### config.mk
export PLATFORM = sky130hd
export DESIGN_NAME = imusgf_accel_lane
export DESIGN_NICKNAME = d
export VERILOG_FILES = /design/src/design/imu_sample_scale_and_gyro_filter_unit_assert.svh /design/src/design/imusgf_pkg.sv /design/src/design/imusgf_accel_lane.sv
export SDC_FILE = /design/constraint.sdc
export NUM_CORES = 1
export LEC_CHECK = 0
export BUFFER_PORTS_ARGS = -buffer_cell sky130_fd_sc_hd__buf_4
export CORE_AREA = 2 2 108 110
export CTS_CLUSTER_DIAMETER = 120
export DETAILED_ROUTE_END_ITERATION = 7
export DIE_AREA = 0 0 110 112
export PLACE_DENSITY = 0.62
export SYNTH_ARGS = -nofsm -noshare
export SYNTH_HDL_FRONTEND = slang
export SYNTH_SLANG_ARGS = --single-unit
### constraint.sdc
create_clock -name clk -period 15.36 [get_ports clk]
set_clock_uncertainty 0.15 [all_clocks]
set_input_delay 3.072 -clock clk [delete_from_list [all_inputs] [get_ports clk]]
set_output_delay 3.072 -clock clk [all_outputs]
set_load 0.01 [all_outputs]
### src/design/imu_sample_scale_and_gyro_filter_unit_assert.svh
// Assertion macros shared by the IMU scale and gyro filter RTL.
`ifndef IMU_SAMPLE_SCALE_AND_GYRO_FILTER_UNIT_ASSERT_SVH
`define IMU_SAMPLE_SCALE_AND_GYRO_FILTER_UNIT_ASSERT_SVH

// Same-cycle implication, checked on clk outside reset.
`define IMUSGF_ASSERT_NOW(label, ante, cons, msg) \
	label: assert property (@(posedge clk) disable iff (!arst_n) (ante) |-> (cons)) \
		else $error(msg);

// Next-cycle implication, checked on clk outside reset.
`define IMUSGF_ASSERT_NEXT(label, ante, cons, msg) \
	label: assert property (@(posedge clk) disable iff (!arst_n) (ante) |=> (cons)) \
		else $error(msg);

`endif

### src/design/imusgf_pkg.sv
// Package: widths, constants, control types and helpers for the IMU scale unit.
`timescale 1ns / 1ps
package imusgf_pkg;

	localparam int RawW    = 16;
	localparam int AccelW  = 14;
	localparam int RateW   = 20;
	localparam int OffW    = 13;
	localparam int CoefW   = 16;
	localparam int CfgIdxW = 3;

	// Accel product: 17-bit signed raw times 10035 fits in 30 bits
	localparam int AccelProdW = 30;
	// Gyro product: 17-bit signed raw times 999 fits in 26 bits
	localparam int GyroProdW  = 26;
	// Filter product: 17-bit coefficient times 21-bit difference
	localparam int LpProdW    = 38;

	localparam logic signed [AccelProdW-1:0] AccelGain = 30'sd10035;
	localparam logic signed [GyroProdW-1:0]  GyroGain  = 26'sd999;

	localparam logic [CoefW-1:0]       CoeffReset   = 16'd19661;
	localparam logic [CoefW-1:0]       DeadReset    = 16'd154;
	localparam logic signed [OffW-1:0] OffsetXReset = 13'sd435;
	localparam logic signed [OffW-1:0] OffsetYReset = 13'sd0;
	localparam logic signed [OffW-1:0] OffsetZReset = 13'sd205;

	typedef enum logic [CfgIdxW-1:0] {
		REG_FILTER_COEFF = 3'd0,
		REG_DEAD_ZONE    = 3'd1,
		REG_OFFSET_X     = 3'd2,
		REG_OFFSET_Y     = 3'd3,
		REG_OFFSET_Z     = 3'd4
	} cfg_reg_t;

	// Step strobes from the sequencer to every lane
	typedef struct packed {
		logic load;
		logic scale;
		logic preload;
		logic mul1;
		logic add1;
		logic mul2;
		logic done;
	} lane_ctl_t;

	// Clamp a 21-bit sum to the signed 20-bit rate range
	function automatic logic signed [RateW-1:0] sat_rate(input logic signed [RateW:0] v);
		logic signed [RateW-1:0] r;
		if (v[RateW] != v[RateW-1]) begin
			r = v[RateW] ? {1'b1, {(RateW-1){1'b0}}} : {1'b0, {(RateW-1){1'b1}}};
		end else begin
			r = v[RateW-1:0];
		end
		return r;
	endfunction

	// Sign-extend a 16-bit sample to a 17-bit lane operand
	function automatic logic signed [RawW:0] ext_raw(input logic signed [RawW-1:0] v);
		return {v[RawW-1], v};
	endfunction

endpackage

### src/design/imusgf_accel_lane.sv
// One accelerometer lane: fixed-gain scaling to m/s^2 in Q8.
`timescale 1ns / 1ps
module imusgf_accel_lane (
	input  logic                                  clk,
	input  imusgf_pkg::lane_ctl_t                 ctl,
	input  logic signed [imusgf_pkg::RawW:0]      raw_in,
	output logic signed [imusgf_pkg::AccelW-1:0]  accel_out
);
	import imusgf_pkg::*;

	logic signed [AccelProdW-1:0] prod_s1;

	// Multiply on accept; hold until the next item
	always_ff @(posedge clk) begin
		if (ctl.load) begin
			prod_s1 <= {{(AccelProdW-RawW-1){raw_in[RawW]}}, raw_in} * AccelGain;
		end
	end

	// Floor shift by 16
	assign accel_out = prod_s1[AccelProdW-1:16];

endmodule

Yosys cells after proc, flatten, opt, wreduce, memory -nomap -nowiden
Index checks and enable logic that the tools add are counted.
- register bits after elaboration: 30
- input port bits: 25
- output and inout bits: 14
- logic and storage cells: 2
- multiply operators: 1
- operator list (operator ; number):
    17-bit by 15-bit multiplier with 30-bit output, second input constant ; 1

Depth between registers and ports, before layout
Gate-level depths: netlist of the first run.
- word-level depth: 1
- depth in mapped cells: 20
- depth with buffers taken out: 19

Worst setup path before layout of the first run
No wires, ideal clock.
- path kind: in2reg
- start point: input port raw_in[14] (netlist name)
- end point: register prod_s1[29] (data pin)
- data arrival time: 7.513 ns
- setup slack: 7.427 ns
- cell stages on the path: 17
- path buffers: 0
- path through: ha_1 > inv_1 > fa_1 > inv_1 > fa_1 > fa_1 > fa_1 > inv_1 > fa_1 > inv_1 > ha_1 > o21ai_0 > nor2_1 > o31ai_2 > nand3_1 > a2111oi_0 > nor3b_1
- longest elaborated chain between the ends: 1
- RTL lines (item ; line ; RTL):
    from (decl) ; imusgf_accel_lane.sv:6 ; input logic signed [imusgf_pkg::RawW:0] raw_in,
    17-bit by 15-bit multiplier with 30-bit output ; imusgf_accel_lane.sv:16 ; prod_s1 <= {{(AccelProdW-RawW-1){raw_in[RawW]}}, raw_in} * AccelGain;
    to (signal assigned) ; imusgf_accel_lane.sv:16 ;
    to (decl) ; imusgf_accel_lane.sv:11 ; logic signed [AccelProdW-1:0] prod_s1;
Every way passes these cells.
A chain may end at the register's enable or synchronous reset.

Worst setup path after layout of the first run
- start point: input port raw_in[11] (netlist name)
- end point: register prod_s1[29] (data pin)
Same word-level chain as after synthesis.

==> results of run 1 <==
final timing paths:
path / cells after the start / end / slack [ns]
max: 18 / prod_s1[29]$_DFFE_PP_ / 7.15
min: 1 / prod_s1[23]$_DFFE_PP_ / 3.02
placed cells by master, fill, tap and decap left out, types with 2 or more instances in the layout:
master	Yosys	routed
inv_1	148	148
ha_1	104	104
fa_1	90	90
buf_4	0	32
a21oi_1	21	21
edfxtp_1	14	14
nand2_1	11	11
xor2_1	10	10
xnor2_1	10	10
o21ai_0	9	9
a21o_1	8	8
nand4_1	8	8
nor3_1	5	5
nor2_1	5	5
a211oi_1	4	4
nand3_1	3	3
clkbuf_16	0	3
and2_1	2	2
and3_1	2	2
o211ai_1	2	2
or3_1	2	2
o311ai_0	2	2
stage by stage:
stage / hold WS, ns / utilization [%] / instances / instance area (um2)
final: 3.02 / 48.6 / 663 / 5430
after global routing: 3.04 / 48.6 / 663 / 5430
after CTS: 3.03 / 48.6 / 663 / 5430
after detailed placement: 3.27 / 47.9 / 659 / 5360
after global placement: 3.27 / 47.9 / 659 / 5360
after floorplan: 3.03 / - / 486 / 4950
routing by layer:
metal,part of all wire [%],GRT usage [%],vias up,wire (um)
met5,0,0,-,0
met4,1.5,3.71,0,150
met3,2.9,1.41,11,287
met2,48,30.6,54,4790
met1,47,25.6,1621,4720
li1,-,-,1627,-
kinds of logic after synthesis:
group                      Yosys count  share of synthesized area, %
AOI/OAI and AO/OA                   63                          8.82
xor gates and xnor gates            20                          3.54
adders and majority gates          194                          62.7
buffers and inverters              150                          11.5
DFF                                 14                          8.49
muxes                                1                         0.202
and+or+nand+nor                     44                          4.75
final cells by class:
| type | count | area, um2 |
|---|---|---|
| clock inverter | 1 | 3.75 |
| clock buffer | 3 | 75.1 |
| inverter | 148 | 556 |
| multi-input combinational | 322 | 3960 |
| fill | 1046 | 5740 |
| tap | 143 | 179 |
| timing repair buffer | 32 | 240 |
| sequential | 14 | 420 |
==> results.md, run 1 <==
- Number of flip-flops in the largest register: 14
- GR Overflow Total: 0
- Post-CTS setup buffer count: 0
- Syn nets: 705
- Status: complete, no violations
- Final Max Slew Viols: 0
- IO Port Bufs: 32
- Number of DRC markers in iteration 0: 83
- Reg clk slew, reported paths: 0.04 ns
- Io pins: 39
- Synth cell count leaders: 148 x inv_1, 104 x ha_1, 90 x fa_1
- Post-DR wirelength/cell: 15.0 um
- Headroom to the max-slew limit: 65.1%
- Worst path cell trace: buf_4, ha_1, inv_1, fa_1, inv_1, fa_1, fa_1, fa_1, inv_1, fa_1, inv_1, ha_1, a21oi_1, nor2_1, o31ai_2, nand3_1, a2111oi_0, nor3b_1
- CTS H-tree depth: 1
- EDFF count, synth: 14
- CTS max path bufs: 2
- Leading post-synthesis cells by cell area: fa_1 36%, ha_1 26%, inv_1 11%
- Max Freq: 0.122 GHz
- Seq/Total Area, Yosys: 8.49%
- CORE AREA: 11200 um2
- Share of cells above drive strength 1: 7.69%
- HP Start: ctl[6]
- CTS tree: built
- Remaining antenna violation count: 0
- Global-route wire length before repair: 17.6 mm
- Die Ht: 112 um
- Max-Cap Viols: 0
- Final number of hold-violating endpoints: 0
- Critical Path Fanout Max: 4
- Cts bufs inserted: 3
- Most frequent CP cell: fa_1
- Yosys warns: 0
- GR Util All Layers: 18.2%
- Largest regs: prod_s1 (14)
- Final WL: 9.95 mm
- DRC Markers: 0
- Post-cts resize count: 0
- DR pass1 iterations: 4
- Post-Syn Area: 4950 um2
- Hold Buf Count CTS: 0
- Vias: 3313
- HP Class: input port to register
- Most flop-heavy register: prod_s1
- Antenna Cells: 0
- Final worst slack: 7.15 ns
- Initial antenna violation count: 0
- Worst endpoint required time: 15.18 ns
- Post-Syn Instances: 486
- Initial core utilization: 44.3%
- Count leader, synth: inv_1
- Die area: 12300 um2
- Unrepaired setup endpoints after global routing: no
- Critical-path top delay cell: fa_1
- Number of placement rows: 39
- Drt via density: 5.00
- Least-Margin Pin Slew: 0.519 ns
- Cell variety after synth: 46
- DIE WIDTH: 110 um
- Final setup viols: 0
- Largest net degree at the start of global routing: 15
- CP Class: input port to register
- Largest area contributor in the netlist: fa_1
- NumNets Final: 740
- Post-synth ARST share: 0%
- Root Buffer: clkbuf_16
- DP Worst Slack: 6.88 ns
- Share of the synthesized area in the top cell type: 36.4%
- Synthesized flop and latch total: 14
- Top delay family on crit path: adder cells
- Setup TNS Final: 0 ns
- WP buf/inv: 5
- RePlAce Congestion: 0.893
- Origin of the worst setup path: raw_in[11]
- CP startpoint kind: input port
- Final period util: 53.5%
- Most used DFF post-synth: edfxtp_1
- Arrival @ worst endpoint: 8.03 ns
- Crit path capture type: register
- Sink Count: 14
- DPL Wire Length: 9.24 mm
- Max stage delay on crit path: 0.56 ns
- Vias in the first global route: 3678
- Area Overhead vs Synth: 9.73%
- Mean Syn Cell Area: 10.2 um2
- Min Tclk post-route: 8.21 ns
Power of run 1 is not shown: default switching activity piles up to over one toggle a cycle in this logic, so the estimate is an artifact.
==> inputs of run 2 (changes only) <==
- PLACE_DENSITY: 0.62 -> 0.64
- clock period: 15.36 -> 6.7 ns (I/O delays scaled with it)
==> run 2 against run 1 <==
Compared with the run above:
- clock-buffer cell count unchanged
- sequential cell count unchanged
- non-clock buffer count up 12
==> results.md, run 2 (synthesis results as in run 1) <==
- RePlAce Congestion: 0.891
- CP startpoint kind: input port
- Final period util: 94.7%
- Die area: 12300 um2
- Met3 Resource Use GR: 0.937%
- Initial antenna violation count: 0
- Headroom to the max-slew limit: 67.0%
- Critical Path Fanout Max: 4
- IO Port Bufs: 32
- DIE WIDTH: 110 um
- Number of flip-flops in the largest register: 14
- Status: complete, no violations
- Drt via density: 4.88
- Met1 Usage GRT: 24.6%
- Fin area: 5530 um2
- Unrepaired setup endpoints after global routing: no
- GR Util All Layers: 17.8%
- Root Buffer: clkbuf_16
- Worst hold stages: 1
- CTS tree: built
- Placed inst area: 5450 um2
- Sink Count: 14
- Area Overhead vs Synth: 11.6%
- NumNets Final: 752
- CTS max path bufs: 2
- Die Ht: 112 um
- Reg clk slew, reported paths: 0.04 ns
- Largest net degree at the start of global routing: 15
- Max-Cap Viols: 0
- Number of placement rows: 39
- Post-DR wirelength/cell: 14.5 um
- DPL Wire Length: 9.17 mm
- Worst endpoint required time: 6.52 ns
- Final non-filler cell total: 674
- Placed Cells: 671
- Crit path capture type: register
- Antenna Cells: 0
- Arrival @ worst endpoint: 6.17 ns
- Global-route wire length before repair: 17.2 mm
- Min Tclk post-route: 6.35 ns
- Final number of hold-violating endpoints: 0
- GR Overflow Total: 0
- Largest regs: prod_s1 (14)
- Final Max Slew Viols: 0
- Max Freq: 0.158 GHz
- Remaining antenna violation count: 0
- Most frequent cells in the layout: 148 x inv_1, 104 x ha_1, 90 x fa_1
- HP Class: input port to register
- DR pass1 iterations: 4
- Final WL: 9.80 mm
- Most flop-heavy register: prod_s1
- Vias in the first global route: 3613
- Met2 usage: 30.8%
- Initial core utilization: 44.3%
- Gr busiest metal: met2
- CORE AREA: 11200 um2
- DRC Markers: 0
- CP Class: input port to register
- Least-Margin Pin Slew: 0.490 ns
- Cts bufs inserted: 3
- Number of DRC markers in iteration 0: 109
- Final setup viols: 0
- Share of cells above drive strength 1: 9.98%
- Commonest non-fill, non-tap cell in the layout: inv_1
- Io pins: 39
- CTS H-tree depth: 1
- Vias: 3290
==> run 2: changes by cell type in the layout (fill, tap and decap cells not counted), sizes merged <==
cell | previous run | this run
clkinv | 1 | 0
buf | 32 | 44
==> run 2: final timing paths <==
check / startpoint / endpoint / slack [ns]
worst max-delay path: raw_in[11] / prod_s1[29]$_DFFE_PP_ / 0.35
worst min-delay path: ctl[6] / prod_s1[28]$_DFFE_PP_ / 1.29
==> run 2: what timing repair did <==
item                       in CTS  in global routing
setup endpoints to repair       0                  1
setup buffers                   0                  0
hold buffers                    0                  0
resized for setup               0                  2
==> run 2: stage by stage <==
stage / setup TNS (ns) / setup WS [ns] / hold WS, ns / utilization, %
5_1_grt: 0 / 0.0208 / 1.30 / 49.5
2_1_floorplan: 0 / 0.499 / 1.30 / -
3_5_place_dp: -0.0266 / -0.0266 / 1.53 / 48.7
4_1_cts: 0 / 0.227 / 1.29 / 49.4
6_report: 0 / 0.352 / 1.29 / 49.5
3_3_place_gp: 0 / 0.0964 / 1.54 / 48.7
==> run 2: final cells by class <==
class | instances | area, um2
Clock buffer | 3 | 75.1
Timing Repair Buffer | 44 | 330
Sequential cell | 14 | 420
Fill cell | 1032 | 5650
Inverter | 148 | 556
Tap cell | 143 | 179
Multi-Input combinational cell | 322 | 3970
==> run 2: worst max-delay path: stages <==
cell and delay (ns):
buf_4 0.13, ha_1 0.37, inv_1 0.09, fa_1 0.54
inv_1 0.06, fa_1 0.52, fa_1 0.45, fa_1 0.54
inv_1 0.05, fa_1 0.52, inv_1 0.04, ha_1 0.30
a21oi_1 0.20, nor2_1 0.08, o31ai_2 0.26, nand3_1 0.22
a2111oi_2 0.36, nor3b_1 0.10
==> run 2: layer usage <==
layer	vias to the layer above	part of all wire (%)
met5	-	0
met4	0	1.6
met3	13	3.0
met2	65	49
met1	1564	47
li1	1648	-
Power of run 2 is left out for the same reason.
