**config.mk**
```make
export PLATFORM = sky130hd
export DESIGN_NAME = imusgf_gyro_lane
export DESIGN_NICKNAME = d
export VERILOG_FILES = /design/src/design/imu_sample_scale_and_gyro_filter_unit_assert.svh /design/src/design/imusgf_pkg.sv /design/src/design/imusgf_gyro_lane.sv
export SDC_FILE = /design/constraint.sdc
export NUM_CORES = 2
export LEC_CHECK = 0
export ABC_CLOCK_PERIOD_IN_PS = 8500
export BUFFER_PORTS_ARGS = -buffer_cell sky130_fd_sc_hd__buf_2
export CORE_MARGIN = 4
export CORE_UTILIZATION = 54
export CTS_CLUSTER_DIAMETER = 80
export CTS_CLUSTER_SIZE = 30
export DETAILED_ROUTE_END_ITERATION = 8
export GPL_TIMING_DRIVEN = 0
export PLACE_DENSITY_LB_ADDON = 0.3
export SETUP_SLACK_MARGIN = 0.2
export SYNTH_ARGS = -nofsm -noshare
export SYNTH_HDL_FRONTEND = slang
export SYNTH_SLANG_ARGS = --single-unit
```
**constraint.sdc**
```tcl
create_clock -name clk -period 8.5 [get_ports clk]
set_input_delay 1.275 -clock clk [delete_from_list [all_inputs] [get_ports clk]]
set_output_delay 1.275 -clock clk [all_outputs]
set_load 0.01 [all_outputs]
```
**src/design/imu_sample_scale_and_gyro_filter_unit_assert.svh**
```systemverilog
// Assertion macros shared by the IMU scale and gyro filter RTL.
`ifndef IMU_SAMPLE_SCALE_AND_GYRO_FILTER_UNIT_ASSERT_SVH
`define IMU_SAMPLE_SCALE_AND_GYRO_FILTER_UNIT_ASSERT_SVH

// Same-cycle implication, checked on clk outside reset.
`define IMUSGF_ASSERT_NOW(label, ante, cons, msg) \
	label: assert property (@(posedge clk) disable iff (!arst_n) (ante) |-> (cons)) \
		else $error(msg);

// Next-cycle implication, checked on clk outside reset.
`define IMUSGF_ASSERT_NEXT(label, ante, cons, msg) \
	label: assert property (@(posedge clk) disable iff (!arst_n) (ante) |=> (cons)) \
		else $error(msg);

`endif

```
**src/design/imusgf_pkg.sv**
```systemverilog
// Package: widths, constants, control types and helpers for the IMU scale unit.
`timescale 1ns / 1ps
package imusgf_pkg;

	localparam int RawW    = 16;
	localparam int AccelW  = 14;
	localparam int RateW   = 20;
	localparam int OffW    = 13;
	localparam int CoefW   = 16;
	localparam int CfgIdxW = 3;

	// Accel product: 17-bit signed raw times 10035 fits in 30 bits
	localparam int AccelProdW = 30;
	// Gyro product: 17-bit signed raw times 999 fits in 26 bits
	localparam int GyroProdW  = 26;
	// Filter product: 17-bit coefficient times 21-bit difference
	localparam int LpProdW    = 38;

	localparam logic signed [AccelProdW-1:0] AccelGain = 30'sd10035;
	localparam logic signed [GyroProdW-1:0]  GyroGain  = 26'sd999;

	localparam logic [CoefW-1:0]       CoeffReset   = 16'd19661;
	localparam logic [CoefW-1:0]       DeadReset    = 16'd154;
	localparam logic signed [OffW-1:0] OffsetXReset = 13'sd435;
	localparam logic signed [OffW-1:0] OffsetYReset = 13'sd0;
	localparam logic signed [OffW-1:0] OffsetZReset = 13'sd205;

	typedef enum logic [CfgIdxW-1:0] {
		REG_FILTER_COEFF = 3'd0,
		REG_DEAD_ZONE    = 3'd1,
		REG_OFFSET_X     = 3'd2,
		REG_OFFSET_Y     = 3'd3,
		REG_OFFSET_Z     = 3'd4
	} cfg_reg_t;

	// Step strobes from the sequencer to every lane
	typedef struct packed {
		logic load;
		logic scale;
		logic preload;
		logic mul1;
		logic add1;
		logic mul2;
		logic done;
	} lane_ctl_t;

	// Clamp a 21-bit sum to the signed 20-bit rate range
	function automatic logic signed [RateW-1:0] sat_rate(input logic signed [RateW:0] v);
		logic signed [RateW-1:0] r;
		if (v[RateW] != v[RateW-1]) begin
			r = v[RateW] ? {1'b1, {(RateW-1){1'b0}}} : {1'b0, {(RateW-1){1'b1}}};
		end else begin
			r = v[RateW-1:0];
		end
		return r;
	endfunction

	// Sign-extend a 16-bit sample to a 17-bit lane operand
	function automatic logic signed [RawW:0] ext_raw(input logic signed [RawW-1:0] v);
		return {v[RawW-1], v};
	endfunction

endpackage

```
**src/design/imusgf_gyro_lane.sv**
```systemverilog
// One gyro lane: scale, offset, saturate, two low-pass stages and deadband.
`timescale 1ns / 1ps
module imusgf_gyro_lane (
	input  logic                                 clk,
	input  logic                                 arst_n,
	input  imusgf_pkg::lane_ctl_t                ctl,
	input  logic signed [imusgf_pkg::RawW:0]     raw_in,
	input  logic signed [imusgf_pkg::OffW-1:0]   offset,
	input  logic [imusgf_pkg::CoefW-1:0]         coeff,
	input  logic [imusgf_pkg::CoefW-1:0]         dead_zone,
	output logic signed [imusgf_pkg::RateW-1:0]  rate_out
);
	import imusgf_pkg::*;

	logic signed [GyroProdW-1:0] prod_s1;
	logic signed [RateW-1:0]     x_s2;
	logic signed [LpProdW-1:0]   p1_s3;
	logic signed [RateW-1:0]     y1_s4;
	logic signed [LpProdW-1:0]   p2_s5;
	logic signed [RateW-1:0]     first_q;
	logic signed [RateW-1:0]     second_q;

	logic signed [RateW:0]       off_sum;
	logic signed [RateW-1:0]     x_sat;
	logic signed [LpProdW-1:0]   coeff_ext;
	logic signed [RateW:0]       diff1;
	logic signed [RateW:0]       diff2;
	logic signed [RateW+1:0]     y1_sum;
	logic signed [RateW+1:0]     y2_sum;
	logic signed [RateW-1:0]     y2;
	logic [RateW:0]              y2_mag;

	// Scale, add offset and clamp
	assign off_sum = {prod_s1[GyroProdW-1], prod_s1[GyroProdW-1:6]}
		+ {{(RateW+1-OffW){offset[OffW-1]}}, offset};
	assign x_sat = sat_rate(off_sum);

	// y = x + a*(last - x) >> 16, one multiplier per stage
	assign coeff_ext = {{(LpProdW-CoefW){1'b0}}, coeff};
	assign diff1  = {first_q[RateW-1], first_q} - {x_s2[RateW-1], x_s2};
	assign y1_sum = {{2{x_s2[RateW-1]}}, x_s2} + p1_s3[LpProdW-1:16];
	assign diff2  = {second_q[RateW-1], second_q} - {y1_s4[RateW-1], y1_s4};
	assign y2_sum = {{2{y1_s4[RateW-1]}}, y1_s4} + p2_s5[LpProdW-1:16];
	assign y2     = y2_sum[RateW-1:0];

	// Deadband on the reported value only
	assign y2_mag   = y2[RateW-1] ? -{y2[RateW-1], y2} : {1'b0, y2};
	assign rate_out = (y2_mag < {{(RateW+1-CoefW){1'b0}}, dead_zone}) ? '0 : y2;

	// Datapath steps
	always_ff @(posedge clk) begin
		if (ctl.load) begin
			prod_s1 <= {{(GyroProdW-RawW-1){raw_in[RawW]}}, raw_in} * GyroGain;
		end
		if (ctl.scale) begin
			x_s2 <= x_sat;
		end
		if (ctl.mul1) begin
			p1_s3 <= coeff_ext * {{(LpProdW-RateW-1){diff1[RateW]}}, diff1};
		end
		if (ctl.add1) begin
			y1_s4 <= y1_sum[RateW-1:0];
		end
		if (ctl.mul2) begin
			p2_s5 <= coeff_ext * {{(LpProdW-RateW-1){diff2[RateW]}}, diff2};
		end
	end

	// Filter state: preload on the first item, then advance per stage
	always_ff @(posedge clk or negedge arst_n) begin
		if (!arst_n) begin
			first_q  <= '0;
			second_q <= '0;
		end else begin
			if (ctl.scale && ctl.preload) begin
				first_q  <= x_sat;
				second_q <= x_sat;
			end
			if (ctl.add1) begin
				first_q <= y1_sum[RateW-1:0];
			end
			if (ctl.done) begin
				second_q <= y2;
			end
		end
	end

endmodule

```
Word level (Yosys, flattened, before mapping)
Index checks and enable logic that the tools add are counted.
- logic and storage cells: 28
- flip-flop bits (word level): 178
- magnitude comparators: 1
- multipliers: 3
- equality and inequality tests: 1
- add/subtract/negate cells: 6
- reductions and logical operators: 3
- multiplexer cells: 7
- operators by type and width (kind ; count):
    $mux 20 ; 6
    $mul 17x21->36 ; 2
    $sub 20x20->21 ; 2
    $add 20x20->20 ; 2
    $mul 17x11->26 const B ; 1
    $add 20x13->21 ; 1
    $lt 21x16->1 ; 1
    $mux 21 ; 1
    $neg 21->21 ; 1
    $reduce_bool 2->1 ; 2
    $logic_and 1x1->1 ; 1
    $ne 1x1->1 ; 1

Logic depth before layout (Yosys ltp)
- word-level depth: 5
- depth in mapped cells: 38

Worst setup path after synthesis
Ideal clock, no wire load.
- kind: reg-to-reg
- start: register x_s2[0]
- end: register p1_s3[35] (data pin)
- setup time: 0.258 ns
- slack: -0.317 ns
- required time: 8.242 ns
- stages on the path, launching flop included: 33
- data arrival time: 8.559 ns
- path buffers: 1
- path through: edfxtp_1 ha_1 fa_1 nand2b_1 a21oi_1 o31ai_1 a2111oi_0 o31a_1 o2111ai_1 nand2_1 xor2_1 clkbuf_1 nand2_1 fa_1 fa_1 fa_1 inv_1 fa_1 fa_1 inv_1 fa_1 inv_1 ha_1 a221o_1 o31a_1 o21ai_0 a21oi_1 a211o_1 or4_1 a41oi_1 o21ai_1 xnor2_1 xnor2_1
- longest elaborated chain between the ends: 2
- ends and longest elaborated chain (what ; RTL line ; text):
    start: declaration ; imusgf_gyro_lane.sv:16 ; logic signed [RateW-1:0] x_s2;
    start signal: assignment ; imusgf_gyro_lane.sv:56 ; x_s2 <= x_sat;
    $sub 20x20->21 ; imusgf_gyro_lane.sv:40 ; assign diff1 = {first_q[RateW-1], first_q} - {x_s2[RateW-1], x_s2};
    $mul 17x21->36 ; imusgf_gyro_lane.sv:59 ; p1_s3 <= coeff_ext * {{(LpProdW-RateW-1){diff1[RateW]}}, diff1};
    end signal: assignment ; imusgf_gyro_lane.sv:59 ;
    end: declaration ; imusgf_gyro_lane.sv:17 ; logic signed [LpProdW-1:0] p1_s3;
Every way passes these cells.
A chain may end at the register's enable or synchronous reset.

Worst setup path after layout
- start: input coeff[3] (netlist name)
- end: register p1_s3[35] (data pin)
- longest elaborated chain between the ends: 1
- ends and longest elaborated chain (what ; RTL line ; text):
    start: declaration ; imusgf_gyro_lane.sv:9 ; input logic [imusgf_pkg::CoefW-1:0] coeff,
    $mul 17x21->36 ; imusgf_gyro_lane.sv:59 ;
Every way passes these cells.

==> impl_metrics.toml <==
[synth]
synth_cells = 4261
avgSynthCellArea_um2 = 8.98
synth_edf_count = 100
netlist_area_um2 = 38300
ys.flop_type = "edfxtp_1"
ys_warn_count = 0
synth.distinct_cells = 81
syn_nets = 5433
synth-seq-cells = 140
ys_seq_area_share_pct = 10.5
synthArstFlopShare_pct = 28.6

[placement]
place_area_um2 = 39900
io_buffers = 81
place_hpwl_um = 90100
place.gp.congestion = 0.960
dp_cells = 5283

[clocking]
root_buffer = "clkbuf_16"
insertion_delay_ns = 0.43
h-tree-depth = 4
clk_pin_slew_ns = 0.06
cts_tree = "yes"
cts.sinks = 140
cts_buffer_depth = 2
hold_buffers = 0
cts_made_buffers = 17

[worst_setup_path]
crit_path_start_kind = "input pin"
rr_worst_depth = 32
crit_path_max_incr_delay_ns = 0.64
worstReg2RegStart = "x_s2[0]"
startpoint = "coeff[3]"
crit_path_top_delay_cell = "clkbuf_1"
criticalPathCategory = "in2reg"
cp.required_ns = 8.68
path_cells = "buf_2, clkbuf_1, clkbuf_1, nand2_1, fa_1, fa_1, fa_1, inv_1, fa_1, fa_1, inv_1, fa_1, inv_1, ha_1, a221o_1, o31a_1, o21ai_1, a21oi_2, a211o_4, or4_4, a41oi_4, o21ai_2, xnor2_2, xnor2_1"
end_kind = "flop"
arrival_ns = 8.78
cpMostUsedCell = "fa_1"
cp_max_fo = 11

[global_route]
gr-max-usage-layer = "met2"
use_met2_pct = 48.8
grt_pass1_vias = 30900
grtUsageMet1_pct = 38.9
antenna_found_initial = 9
track_usage_pct = 29.7
grt_max_degree = 41
globalRoute.totalOverflow = 0
gr-usage-met3_pct = 4.94
grt_pass1_wl_um = 172000

[detailed_routing]
drc = 0
drt_iter0_markers = 2248
drt_wl_total_um = 110000
first_pass_iters = 6
route.detailed.wl_per_inst_um = 20.2
ant_nets = 0
dr_total_vias = 30200
vias_per_cell = 5.56

[final_layout]
num-nets-final = 5646
area_growth_pct = 12.8
final_cell_area_um2 = 43200
final_cells = 5431
final_common_cell = "inv_1"
final_cell_mix = "inv_1, fa_1, nand2_1"
drive_gt1_share_pct = 11.7

[timing]
slew-limit-headroom_pct = 23.1
min_period_ns = 8.59
whs_ns = 0.584
fin_crit_sh_pct = 101
tightest_slew_ns = 1.15
drv_slew = 0
setup_slack_ns = -0.0949
hold_viol = 0
rsz0062_at_grt = "true"
skew_ns = 0.00933
fmax_ghz = 0.116
setup-tns-final_ns = -0.119
finalSetupViolCount = 5

[die]
die_w_um = 274
core_area_um2 = 70100
die_y_um = 274
fp-row-count = 97
ios = 91
dieArea_um2 = 75200
initial_core_util_pct = 54.6

[run_status]
status = "finished with violations"
violations = "setup timing"

[min_path]
min_from = "first_q[0]"
hold_path_depth = 2
worstHoldPathType = "reg2reg"

[run]
maxCapViolCount = 0
==> cell type report <==
type	count	area, um2
multi-input combinational	2985	31500
fill	6005	27000
sequential	140	4000
inverter	977	3670
timing repair buffer	194	1330
tap	940	1180
buffer	159	876
clock buffer	20	447
clock inverter	12	185
antenna	4	10.0
==> state kept, by name, indices dropped and copies added, names as in the netlist <==
signal / count
p2_s5: 20
y1_s4: 20
second_q: 20
first_q: 20
p1_s3: 20
prod_s1: 20
x_s2: 20
==> Yosys cell counts, drive strengths merged, types with 10 or more instances <==
| library cell | count | share of area (%) |
|---|---|---|
| maj3 | 12 | 0.31 |
| a21o | 38 | 0.75 |
| dfrtp | 40 | 2.6 |
| o21a | 44 | 0.86 |
| clkbuf | 151 | 1.5 |
| a31oi | 15 | 0.25 |
| nor2 | 186 | 1.9 |
| inv | 977 | 9.6 |
| edfxtp | 100 | 7.8 |
| nor3 | 37 | 0.53 |
| nand3 | 36 | 0.47 |
| fa | 730 | 38 |
| o21ai | 97 | 1.3 |
| nor4 | 14 | 0.23 |
| o211ai | 22 | 0.43 |
| xnor2 | 129 | 3.0 |
| or4 | 10 | 0.20 |
| nand2b | 29 | 0.47 |
| ha | 371 | 12 |
| a22oi | 19 | 0.39 |
| and2 | 239 | 3.9 |
| or2 | 14 | 0.23 |
| a211oi | 16 | 0.35 |
| nand4 | 10 | 0.16 |
| nand2 | 517 | 5.1 |
| a311oi | 10 | 0.23 |
| or3 | 14 | 0.23 |
| a21oi | 143 | 1.9 |
| xor2 | 57 | 1.3 |
| nor2b | 64 | 1.0 |
==> cell families (layout without fill, tap and decap cells) <==
group,Yosys count,after routing,share of synthesized area [%]
muxes,4,4,0.118
AOI/OAI and AO/OA,494,494,8.53
buffers and inverters,1136,1362,11.2
and+or+nand+nor,1188,1188,14.8
adders and majority gates,1113,1113,50.6
other,0,4,0
DFF,140,140,10.5
xor gates and xnor gates,186,186,4.26
==> routing by layer <==
layer,routed length [um],share of wire [%]
met2,51800,47
met1,43000,39
met4,6170,5.6
met3,8610,7.8
met5,44,0.040
==> worst paths after layout <==
check                              endpoint  slack [ns]
worst min-delay path             first_q[0]        0.58
worst max register to register    p1_s3[35]       -0.06
worst min register to register   first_q[0]        0.58
min in group asynchronous       first_q[17]        0.99
max in group asynchronous       second_q[2]        6.90
worst max-delay path              p1_s3[35]       -0.09
==> what timing repair did <==
action,in CTS,in global routing
cloned,1,0
buffers inserted,81,30
pin swaps,100,120
setup endpoints to repair,37,35
gates resized for setup,234,166
==> critical path, delay by kind of cell <==
family | cells | cell delay (ns)
AO/OA/AOI/OAI | 7 | 1.52
buffers and inverters | 6 | 1.73
XOR/XNOR | 2 | 0.27
AND/OR/NAND/NOR | 2 | 0.63
adder cells (fa/ha/maj) | 7 | 3.33
==> stage by stage <==
stage / util (%) / worst slack, ns
2_1_floorplan: - / 0.142
3_3_place_gp: 56.9 / -2.08
3_5_place_dp: 56.9 / -1.91
4_1_cts: 60.3 / -0.110
5_1_grt: 61.5 / -0.367
6_report: 61.6 / -0.0949
Power is left out: the tool's default activity adds up to more than one toggle a clock period on the data nets, which glitch-free logic cannot reach.
